[src/sv/line_deframer_mod99_check_assert.svh]
// Assertion macros for the line deframer.
`ifndef LINE_DEFRAMER_MOD99_CHECK_ASSERT_SVH
`define LINE_DEFRAMER_MOD99_CHECK_ASSERT_SVH

// Same-cycle implication, checked outside reset.
`define LDM_ASSERT_NOW(lbl, clk, rst_n, ante, cons, msg) \
    lbl: assert property (@(posedge clk) disable iff (!rst_n) (ante) |-> (cons)) \
        else $error(msg);

// Next-cycle implication, checked outside reset.
`define LDM_ASSERT_NEXT(lbl, clk, rst_n, ante, cons, msg) \
    lbl: assert property (@(posedge clk) disable iff (!rst_n) (ante) |=> (cons)) \
        else $error(msg);

`endif

[src/sv/ldm_pkg.sv]
`default_nettype none

package ldm_pkg;

    localparam int MAX_LINE = 256;
    localparam int CNT_W    = $clog2(MAX_LINE + 1);

    typedef logic [CNT_W-1:0] t_cnt;

    // Last position before the limit: a non-newline byte here ends the frame.
    localparam t_cnt LAST_POS = t_cnt'(MAX_LINE - 1);

    localparam logic [7:0] CH_START   = 8'h3B;
    localparam logic [7:0] CH_NEWLINE = 8'h0A;
    localparam logic [7:0] CH_SPACE   = 8'h20;
    localparam logic [7:0] CH_TOP     = 8'h7F;
    localparam logic [7:0] CH_ZERO    = 8'h30;
    localparam logic [7:0] CH_NINE    = 8'h39;
    localparam logic [7:0] SUM_MOD    = 8'd99;

    typedef struct packed {
        logic       have;
        logic [7:0] frame_byte;
        logic       is_last;
        logic       header_ok;
        logic       sum_match;
        logic       truncated;
    } t_result;

endpackage

`default_nettype wire

[src/sv/ldm_frame.sv]
`default_nettype none

module ldm_frame (
    input  wire logic            i_clk,
    input  wire logic            i_rst_n,
    input  wire logic            i_fire,
    input  wire logic [7:0]      i_byte,
    output ldm_pkg::t_result     o_res
);
    import ldm_pkg::*;

    logic       r_in_frame;
    t_cnt       r_count;
    logic [6:0] r_sum;
    logic [3:0] r_tens;
    logic [3:0] r_units;
    logic       r_dv;

    logic       n_in_frame;
    t_cnt       n_count;
    logic [6:0] n_sum;
    logic [3:0] n_tens;
    logic [3:0] n_units;
    logic       n_dv;

    logic       is_digit;
    logic [3:0] digit_val;
    logic [7:0] sum_0;
    logic [7:0] sum_1;
    logic [7:0] sum_2;
    logic [6:0] check_val;
    logic       last;

    assign is_digit  = (i_byte >= CH_ZERO) && (i_byte <= CH_NINE);
    assign digit_val = is_digit ? 4'(i_byte - CH_ZERO) : 4'd0;

    // Incremental mod 99: sum < 99 + 128, so at most two subtractions.
    assign sum_0 = {1'b0, r_sum} + {1'b0, i_byte[6:0]};
    assign sum_1 = (sum_0 >= SUM_MOD) ? sum_0 - SUM_MOD : sum_0;
    assign sum_2 = (sum_1 >= SUM_MOD) ? sum_1 - SUM_MOD : sum_1;

    // tens * 10 + units, at most 99
    assign check_val = {r_tens, 3'b000} + {2'b00, r_tens, 1'b0} + {3'b000, r_units};

    always_comb begin
        n_in_frame = r_in_frame;
        n_count    = r_count;
        n_sum      = r_sum;
        n_tens     = r_tens;
        n_units    = r_units;
        n_dv       = r_dv;
        last       = 1'b0;
        o_res      = '0;
        o_res.frame_byte = i_byte;

        if (!r_in_frame) begin
            if (i_byte == CH_START) begin
                o_res.have = 1'b1;
                n_in_frame = 1'b1;
                n_count    = t_cnt'(1);
                n_sum      = '0;
                n_tens     = '0;
                n_units    = '0;
                n_dv       = 1'b1;
            end
        end else begin
            o_res.have = 1'b1;
            if (i_byte == CH_NEWLINE) begin
                last            = 1'b1;
                o_res.header_ok = r_dv && (r_count >= t_cnt'(3));
                o_res.sum_match = o_res.header_ok &&
                                  (({1'b0, r_sum} + 8'd1) == {1'b0, check_val});
            end else begin
                if (r_count == t_cnt'(1) || r_count == t_cnt'(2)) begin
                    if (!is_digit) begin
                        n_dv = 1'b0;
                    end
                    if (r_count == t_cnt'(1)) begin
                        n_tens = digit_val;
                    end else begin
                        n_units = digit_val;
                    end
                end else if (i_byte >= CH_SPACE && i_byte <= CH_TOP) begin
                    n_sum = sum_2[6:0];
                end
                if (r_count >= LAST_POS) begin
                    last            = 1'b1;
                    o_res.truncated = 1'b1;
                    o_res.header_ok = n_dv && (r_count >= t_cnt'(2));
                end
            end
            if (last) begin
                n_in_frame = 1'b0;
                n_count    = '0;
            end else begin
                n_count = r_count + t_cnt'(1);
            end
        end
        o_res.is_last = last;
    end

    always_ff @(posedge i_clk) begin
        if (!i_rst_n) begin
            r_in_frame <= 1'b0;
            r_count    <= '0;
            r_sum      <= '0;
            r_tens     <= '0;
            r_units    <= '0;
            r_dv       <= 1'b0;
        end else if (i_fire) begin
            r_in_frame <= n_in_frame;
            r_count    <= n_count;
            r_sum      <= n_sum;
            r_tens     <= n_tens;
            r_units    <= n_units;
            r_dv       <= n_dv;
        end
    end

endmodule

`default_nettype wire

[src/sv/line_deframer_mod99_check.sv]
// Path: input register r_in_byte, then result register r_out, which drives o_valid.
// Throughput: one byte per cycle unless stalled; the frame state register updates once per byte.
// A byte that lies outside a frame (not ';') is consumed with no transaction out.
// Reset (i_rst_n low, synchronous) closes any open frame and empties both
// the input and the result register.
`default_nettype none

`include "line_deframer_mod99_check_assert.svh"

module line_deframer_mod99_check (
    input  wire logic       i_clk,
    input  wire logic       i_rst_n,
    input  wire logic       i_valid,
    output logic            o_stall,
    input  wire logic [7:0] i_rx_byte,
    output logic            o_valid,
    input  wire logic       i_stall,
    output logic [7:0]      o_frame_byte,
    output logic            o_is_last,
    output logic            o_header_ok,
    output logic            o_sum_match,
    output logic            o_truncated
);
    import ldm_pkg::*;

    logic       r_in_valid;
    logic [7:0] r_in_byte;
    logic       r_out_valid;
    t_result    r_out;

    logic       out_free;
    logic       fire;
    logic       in_take;
    t_result    res;

    assign out_free = !r_out_valid || !i_stall;
    assign fire     = r_in_valid && out_free;
    assign o_stall  = r_in_valid && !out_free;
    assign in_take  = i_valid && !o_stall;

    ldm_frame u_frame (
        .i_clk   (i_clk),
        .i_rst_n (i_rst_n),
        .i_fire  (fire),
        .i_byte  (r_in_byte),
        .o_res   (res)
    );

    always_ff @(posedge i_clk) begin
        if (!i_rst_n) begin
            r_in_valid <= 1'b0;
        end else if (in_take) begin
            r_in_valid <= 1'b1;
        end else if (fire) begin
            r_in_valid <= 1'b0;
        end
    end

    always_ff @(posedge i_clk) begin
        if (in_take) begin
            r_in_byte <= i_rx_byte;
        end
    end

    always_ff @(posedge i_clk) begin
        if (!i_rst_n) begin
            r_out_valid <= 1'b0;
        end else if (fire) begin
            r_out_valid <= res.have;
        end else if (!i_stall) begin
            r_out_valid <= 1'b0;
        end
    end

    always_ff @(posedge i_clk) begin
        if (fire) begin
            r_out <= res;
        end
    end

    assign o_valid      = r_out_valid;
    assign o_frame_byte = r_out.frame_byte;
    assign o_is_last    = r_out.is_last;
    assign o_header_ok  = r_out.header_ok;
    assign o_sum_match  = r_out.sum_match;
    assign o_truncated  = r_out.truncated;

    `LDM_ASSERT_NOW(a_flags_only_on_last, i_clk, i_rst_n, o_valid && !o_is_last,
        !o_header_ok && !o_sum_match && !o_truncated,
        "status flags set on a non-final frame byte")
    `LDM_ASSERT_NOW(a_match_needs_header, i_clk, i_rst_n, o_valid && o_sum_match,
        o_header_ok && !o_truncated, "sum match without valid header or on truncation")
    `LDM_ASSERT_NOW(a_trunc_is_last, i_clk, i_rst_n, o_valid && o_truncated, o_is_last,
        "truncation flagged on a non-final byte")
    `LDM_ASSERT_NEXT(a_drop_no_output, i_clk, i_rst_n, fire && !res.have, !o_valid,
        "dropped idle byte produced a transaction")

endmodule

`default_nettype wire

[config.mk]
export PLATFORM = sky130hd
export DESIGN_NAME = line_deframer_mod99_check
export DESIGN_NICKNAME = d
export VERILOG_FILES = /design/src/sv/ldm_pkg.sv /design/src/sv/ldm_frame.sv /design/src/sv/line_deframer_mod99_check.sv
export VERILOG_INCLUDE_DIRS = /design/src /design/src/sv
export SDC_FILE = /design/constraint.sdc
export NUM_CORES = 1
export LEC_CHECK = 0
export ABC_CLOCK_PERIOD_IN_PS = 6200
export BUFFER_PORTS_ARGS = -buffer_cell sky130_fd_sc_hd__buf_2
export CAP_MARGIN = 30
export CORE_UTILIZATION = 45
export CTS_CLUSTER_DIAMETER = 200
export DETAILED_ROUTE_END_ITERATION = 8
export PLACE_DENSITY = 0.62
export SLEW_MARGIN = 5
export SYNTH_ARGS = -nofsm -noshare
export SYNTH_HDL_FRONTEND = slang
export SYNTH_SLANG_ARGS = --single-unit
[constraint.sdc]
create_clock -name i_clk -period 6.2 [get_ports i_clk]
set_input_delay 0.93 -clock i_clk [delete_from_list [all_inputs] [get_ports i_clk]]
set_output_delay 0.93 -clock i_clk [all_outputs]
set_load 0.02 [all_outputs]
==> After elaboration in Yosys (flattened, before gate mapping) <==
Index checks and enable logic that the tools add are counted.
{ "word_totals": {"n_memories": 0, "ram_bits": 0, "register_bits": 48, "mem_bits_ro": 0, "latchBits": 0, "word_cells": 107, "in_bits": 12} }
{ "op_classes": {"shift": 0, "mul": 0, "n_mux": 40, "div": 0, "eq_ne": 12, "magnitude_cmp": 9, "add_sub_neg": 8, "reduce_logical": 23, "n_bitwise": 1} }
{ "ops": {"columns": ["cell", "count"], "rows": [
  ["7-bit two-way mux", 6],
  ["4-bit two-way mux", 10],
  ["9-bit two-way mux", 3],
  ["1-bit two-way mux", 20],
  ["9-bit by 2-bit >= comparator with 1-bit output, second input constant", 2],
  ["8-bit by 6-bit >= comparator with 1-bit output, second input constant", 2],
  ["8-bit by 7-bit >= comparator with 1-bit output, second input constant", 2],
  ["5-bit AND reduction", 3],
  ["2-bit != test, second input constant", 6],
  ["9-bit by 1-bit adder with 9-bit output, second input constant", 1],
  ["9-bit by 1-bit == test with 1-bit output, second input constant", 1],
  ["9-bit by 2-bit == test with 1-bit output, second input constant", 1],
  ["9-bit by 8-bit >= comparator with 1-bit output, second input constant", 1],
  ["7-bit by 1-bit adder with 8-bit output, second input constant", 1],
  ["7-bit by 7-bit adder with 8-bit output", 1],
  ["8-bit by 4-bit == test with 1-bit output, second input constant", 1],
  ["8-bit by 6-bit == test with 1-bit output, second input constant", 1],
  ["8-bit by 7-bit == test with 1-bit output", 1],
  ["8-bit by 6-bit <= comparator with 1-bit output, second input constant", 1],
  ["8-bit by 7-bit <= comparator with 1-bit output, second input constant", 1],
  ["1-bit logical AND", 8],
  ["8-bit two-way mux", 1],
  ["8-bit by 7-bit subtractor with 8-bit output, second input constant", 1],
  ["7-bit by 4-bit adder with 7-bit output", 1],
  ["11 further kinds", 17]
]} }

==> Depth between registers and ports, before layout <==
{ "logic_depth": {"ltp_word": 9, "ltp_mapped": 17} }

==> By module <==
From an unflattened synthesis, not the netlist that was laid out.
{ "hier_totals": {"cells_unflattened": 343, "area_unflattened_um2": 3265.6} }
{ "modules_own_cells": {"columns": ["mod", "instances", "cells_each", "area_each_um2"], "rows": [
  ["ldm_frame", 1, 315, 2578.7],
  ["line_deframer_mod99_check", 1, 28, 686.9]
]} }

==> Worst setup path after synthesis <==
Ideal clock, no wire load.
{ "synth_timing": {"kind": "flip-flop to flip-flop", "start": "register r_in_byte[0]", "end": "register u_frame.r_sum[3]", "path_stages_with_launch": 18, "required_ns": 6.083, "slack_ns": 1.629, "setup_ns": 0.117, "arrival_time_ns": 4.453, "cell_sequence": "edfxtp_1 > ha_1 > fa_1 > a211o_1 > and4_4 > or3_1 > buf_2 > a31oi_2 > mux2_2 > ha_1 > inv_1 > nand3_1 > a2111o_1 > o211a_1 > mux2i_1 > nand3_1 > a31o_1 > a32o_1"} }
{ "synth_via": {"elab_chain_cells": 9} }
{ "synth_lines": {"columns": ["element", "line", "text"], "rows": [
  ["start: declaration", "line_deframer_mod99_check.sv:27", "logic [7:0] r_in_byte;"],
  ["start signal: assignment", "line_deframer_mod99_check.sv:61", "r_in_byte <= i_rx_byte;"],
  ["7-bit by 7-bit adder with 8-bit output", "ldm_frame.sv:38", "assign sum_0 = {1'b0, r_sum} + {1'b0, i_byte[6:0]};"],
  ["8-bit by 7-bit subtractor with 8-bit output or 8-bit by 7-bit >= comparator with 1-bit output (tied branches)", "ldm_frame.sv:39", "assign sum_1 = (sum_0 >= SUM_MOD) ? sum_0 - SUM_MOD : sum_0;"],
  ["8-bit two-way mux", "ldm_frame.sv:39", null],
  ["7-bit subtractor or 8-bit by 7-bit >= comparator with 1-bit output (tied branches)", "ldm_frame.sv:40", "assign sum_2 = (sum_1 >= SUM_MOD) ? sum_1 - SUM_MOD : sum_1;"],
  ["7-bit two-way mux", "ldm_frame.sv:40", null],
  ["7-bit two-way mux", "ldm_frame.sv:83", "end else if (i_byte >= CH_SPACE && i_byte <= CH_TOP) begin"],
  ["7-bit two-way mux", "ldm_frame.sv:74", "if (r_count == t_cnt'(1) || r_count == t_cnt'(2)) begin"],
  ["7-bit two-way mux", "ldm_frame.sv:68", "if (i_byte == CH_NEWLINE) begin"],
  ["7-bit two-way mux", "ldm_frame.sv:56", "if (!r_in_frame) begin"],
  ["end signal: assignment", "ldm_frame.sv:113", "r_sum <= n_sum;"],
  ["end: declaration", "ldm_frame.sv:14", "logic [6:0] r_sum;"]
]} }
Several ways; a longest one is shown, not always the timed one. The select of a mux whose other input is x is not followed.
A chain may end at the register's enable or synchronous reset.

==> Worst setup path in the final report <==
Ends and elaborated chain as after synthesis.

==> results.py <==
metrics = {
    "sta": {
        "period_needed_ns": 5.05,
        "tns_ns": 0,
        "setup_viol_count_final": 0,
        "clock_skew_ns": 0.00854,
        "max_slew_margin": 0.515,
        "min_period_over_period": 0.815,
        "slew_viol_final": 0,
        "tightest_slew_ns": 0.726,
        "rsz0062_at_grt": "false",
        "whs_ns": 0.480,
        "final-hold-violation-count": 0,
        "max_freq_mhz": 198,
    },
    "global_route": {
        "grt.overflow.total": 0,
        "grt_pass1_vias": 2586,
        "grtUsageMet2": 0.364,
        "grt_pass1_wl_um": 12900,
        "use_met3": 0.0292,
        "grt_use_total": 0.215,
        "busiest_layer": "met2",
        "antenna_found_initial": 0,
        "gr-usage-met1": 0.290,
        "grt_max_degree": 17,
    },
    "synth": {
        "syn_inst": 368,
        "yosys-top-cells-count": "44 x nor2_1, 29 x nand2_1, 28 x dfxtp_1",
        "synth.distinct_cells": 61,
        "synth_area_per_cell_um2": 8.99,
        "synthFlopType": "dfxtp_1",
        "netlist_area_um2": 3310,
        "async_flop_share": 0,
        "yosysMostFrequentCell": "nor2_1",
        "yosys-top-cells-area": "edfxtp_1 18%, dfxtp_1 17%, ha_1 7.9%, nor2_1 5.0%, xnor2_1 3.7%",
        "yosysSeqAreaShare": 0.351,
        "synth.top_cell.area_share": 0.181,
        "ys_warn_count": 0,
        "synth_seq_cells": 48,
        "syn-num-nets": 404,
        "yosysTopAreaCell": "edfxtp_1",
        "synth_edf_count": 20,
    },
    "clocking": {
        "cts_made_buffers": 5,
        "holdBufCountCts": 0,
        "post_cts_buffers": 0,
        "cts_resized": 0,
        "clock_sinks": 48,
        "cts_tree": "built",
        "cts_buffer_depth": 2,
        "ctsRootBufferMaster": "clkbuf_8",
        "clk_pin_slew_worst_paths_ns": 0.09,
        "clock_latency_ns": 0.30,
        "cts-htree-levels": 2,
    },
    "setup_path": {
        "r2r-end": "u_frame.r_sum[3]$_SDFFE_PN0P_",
        "cp_data_required_time_ns": 6.40,
        "startpoint_type": "flip-flop",
        "cp-end-kind": "flip-flop",
        "max_stage_delay_ns": 0.49,
        "crit_buf_inv": 1,
        "crit_family": "compound AO/OA/AOI/OAI gates",
        "path_max_fanout": 8,
        "rr_startpoint": "r_in_byte[0]$_DFFE_PP_",
        "worstSetupPathType": "reg2reg",
        "rr_worst_depth": 16,
        "crit_slowest_cell": "fa_1",
        "rrSetupSlack_ns": 1.15,
        "worstPathArrival_ns": 5.25,
        "path_cells": "ha_1, fa_1, a211o_1, and4_4, or3_1, a31oi_2, mux2_2, ha_1, inv_1, nand3_1, a2111o_1, o211a_1, mux2i_1, nand3_1, a31o_1, a32o_1",
    },
    "route": {
        "via_per_inst": 5.85,
        "drt-wirelength-per-cell_um": 15.6,
        "route.vias.total": 2868,
        "routed_wl_um": 7670,
        "drtPass1Iterations": 5,
        "drc_errors": 0,
        "drtIter0Drc": 147,
        "postRouteAntennaNets": 0,
    },
    "power": {
        "p_leak_uw": 0.00143,
        "switching_share": 0.289,
        "power_frac_comb": 0.161,
        "clkPwrFrac": 0.300,
        "power.density_nw_per_um2": 177,
        "pwr-share-seq": 0.539,
        "peakVddDrop_mv": 0.0885,
        "power.switching_uw": 184,
        "p_int_uw": 454,
    },
    "layout": {
        "nets": 429,
        "diodes": 0,
        "fin_util": 0.520,
        "design_area_um2": 3610,
        "final_layout_size_suffix_gt1_frac": 0.104,
        "fin_cells": 490,
        "syn2layout_area_growth_pct": 9.04,
    },
    "die": {
        "start_util": 0.477,
        "design.portCount": 26,
        "die_w_um": 87.8,
        "die_h_um": 87.8,
        "fp.dieArea_um2": 7700,
        "core_area_um2": 6940,
        "placement_rows": 30,
    },
    "hold_path": {
        "holdPathEnd": "u_frame.r_dv$_SDFFE_PN0P_",
        "hold_path_startpoint": "u_frame.r_dv$_SDFFE_PN0P_",
        "hold_depth": 2,
        "hp-class": "reg2reg",
    },
    "placed_design": {
        "hpwl_um": 6060,
        "dp.cells": 482,
        "gp_congestion": 0.942,
        "port_buffers": 25,
        "place_area_um2": 3520,
    },
    "job": {
        "maxCapViolations": 0,
    },
    "run_status": {
        "status": "finished clean",
    },
}
## power groups by stage
| stage | clock [uW] | combinational, uW | sequential, uW |
|---|---|---|---|
| floorplan | 0 | 74.8 | 351 |
| global placement | 0 | 99.9 | 351 |
| detailed placement | 0 | 99.4 | 351 |
| CTS | 196 | 100 | 344 |
| global route | 206 | 114 | 345 |
| finish | 192 | 103 | 344 |
## layout by cell type (no fill, tap or decap), types with 4 or more instances in the layout
| cell type | count |
|---|---|
| o21ai_0 | 13 |
| dfxtp_1 | 28 |
| nor3_1 | 8 |
| and2_1 | 6 |
| nand3_1 | 18 |
| nand2_1 | 29 |
| ha_1 | 21 |
| or4_1 | 4 |
| o211ai_1 | 4 |
| inv_1 | 16 |
| xnor2_1 | 14 |
| nor2_1 | 44 |
| nand3b_1 | 4 |
| mux2i_1 | 10 |
| o21a_1 | 4 |
| a211oi_1 | 4 |
| clkbuf_8 | 5 |
| a21o_1 | 7 |
| and3_1 | 7 |
| edfxtp_1 | 20 |
| a21oi_1 | 20 |
| a221o_1 | 4 |
| or3_1 | 4 |
| buf_2 | 25 |
| xor2_1 | 9 |
| nand4_1 | 6 |
## cell families (layout without fill, tap and decap cells)
family                     after synthesis  in the layout  share of synthesized area
adders and majority gates               24             24                     0.0975
and+or+nand+nor                        145            145                      0.219
buffers and inverters                   23             49                     0.0291
DFF                                     48             48                      0.351
AOI/OAI and AO/OA                       94             94                      0.209
muxes                                   11             11                     0.0336
xor gates and xnor gates                23             23                     0.0609
## routing by layer
layer	share of wire	routed length [um]
met5	0	0
met1	0.47	3630
met2	0.46	3520
met4	0.013	97
met3	0.055	420
## tightest hold or removal path: cells and delay by family, from the launching register on
family / cells / cell delay (ns)
AOI/OAI and AO/OA: 1 / 0.06
buffers and inverters: 1 / 0.07
DFF: 1 / 0.32
## through the flow
| stage | setup WS [ns] | power, uW |
|---|---|---|
| final | 1.15 | 638 |
| after detailed placement | 1.23 | 451 |
| after CTS | 1.19 | 640 |
| after global placement | 1.34 | 451 |
| after global routing | 0.848 | 665 |
| after floorplan | 1.63 | 426 |
## cell type report
| type | instances | area [um^2] |
|---|---|---|
| Clock inverter | 3 | 21.3 |
| Fill cell | 659 | 3340 |
| Timing Repair Buffer | 25 | 125 |
| Multi-Input combinational cell | 297 | 2050 |
| Sequential cell | 48 | 1160 |
| Inverter | 16 | 60.1 |
| Clock buffer | 5 | 68.8 |
| Tap cell | 96 | 120 |
## flip-flops by register name, summed over array words and instances, names as in the netlist
register and cells:
o_frame_byte 8, u_frame.r_in_frame 1, r_in_byte 8, u_frame.r_count 9, u_frame.r_sum 7, o_header_ok 1, r_in_valid 1, u_frame.r_units 4
o_sum_match 1, o_valid 1, u_frame.r_dv 1, u_frame.r_tens 4, o_truncated 1, o_is_last 1
## how the worst max path moves through the flow
stage / start / endpoint / slack, ns / depth (start not counted)
final: r_in_byte[0]$_DFFE_PP_ / u_frame.r_sum[3]$_SDFFE_PN0P_ / 1.15 / 16
after global routing: r_in_byte[0]$_DFFE_PP_ / u_frame.r_sum[3]$_SDFFE_PN0P_ / 0.85 / 16
after CTS: r_in_byte[0]$_DFFE_PP_ / u_frame.r_sum[3]$_SDFFE_PN0P_ / 1.19 / 16
after detailed placement: r_in_byte[0]$_DFFE_PP_ / u_frame.r_sum[3]$_SDFFE_PN0P_ / 1.23 / 16
after global placement: r_in_byte[0]$_DFFE_PP_ / u_frame.r_sum[3]$_SDFFE_PN0P_ / 1.34 / 16
after floorplan: r_in_byte[0]$_DFFE_PP_ / u_frame.r_sum[3]$_SDFFE_PN0P_ / 1.63 / 17
(Power assumes the default switching activity.)
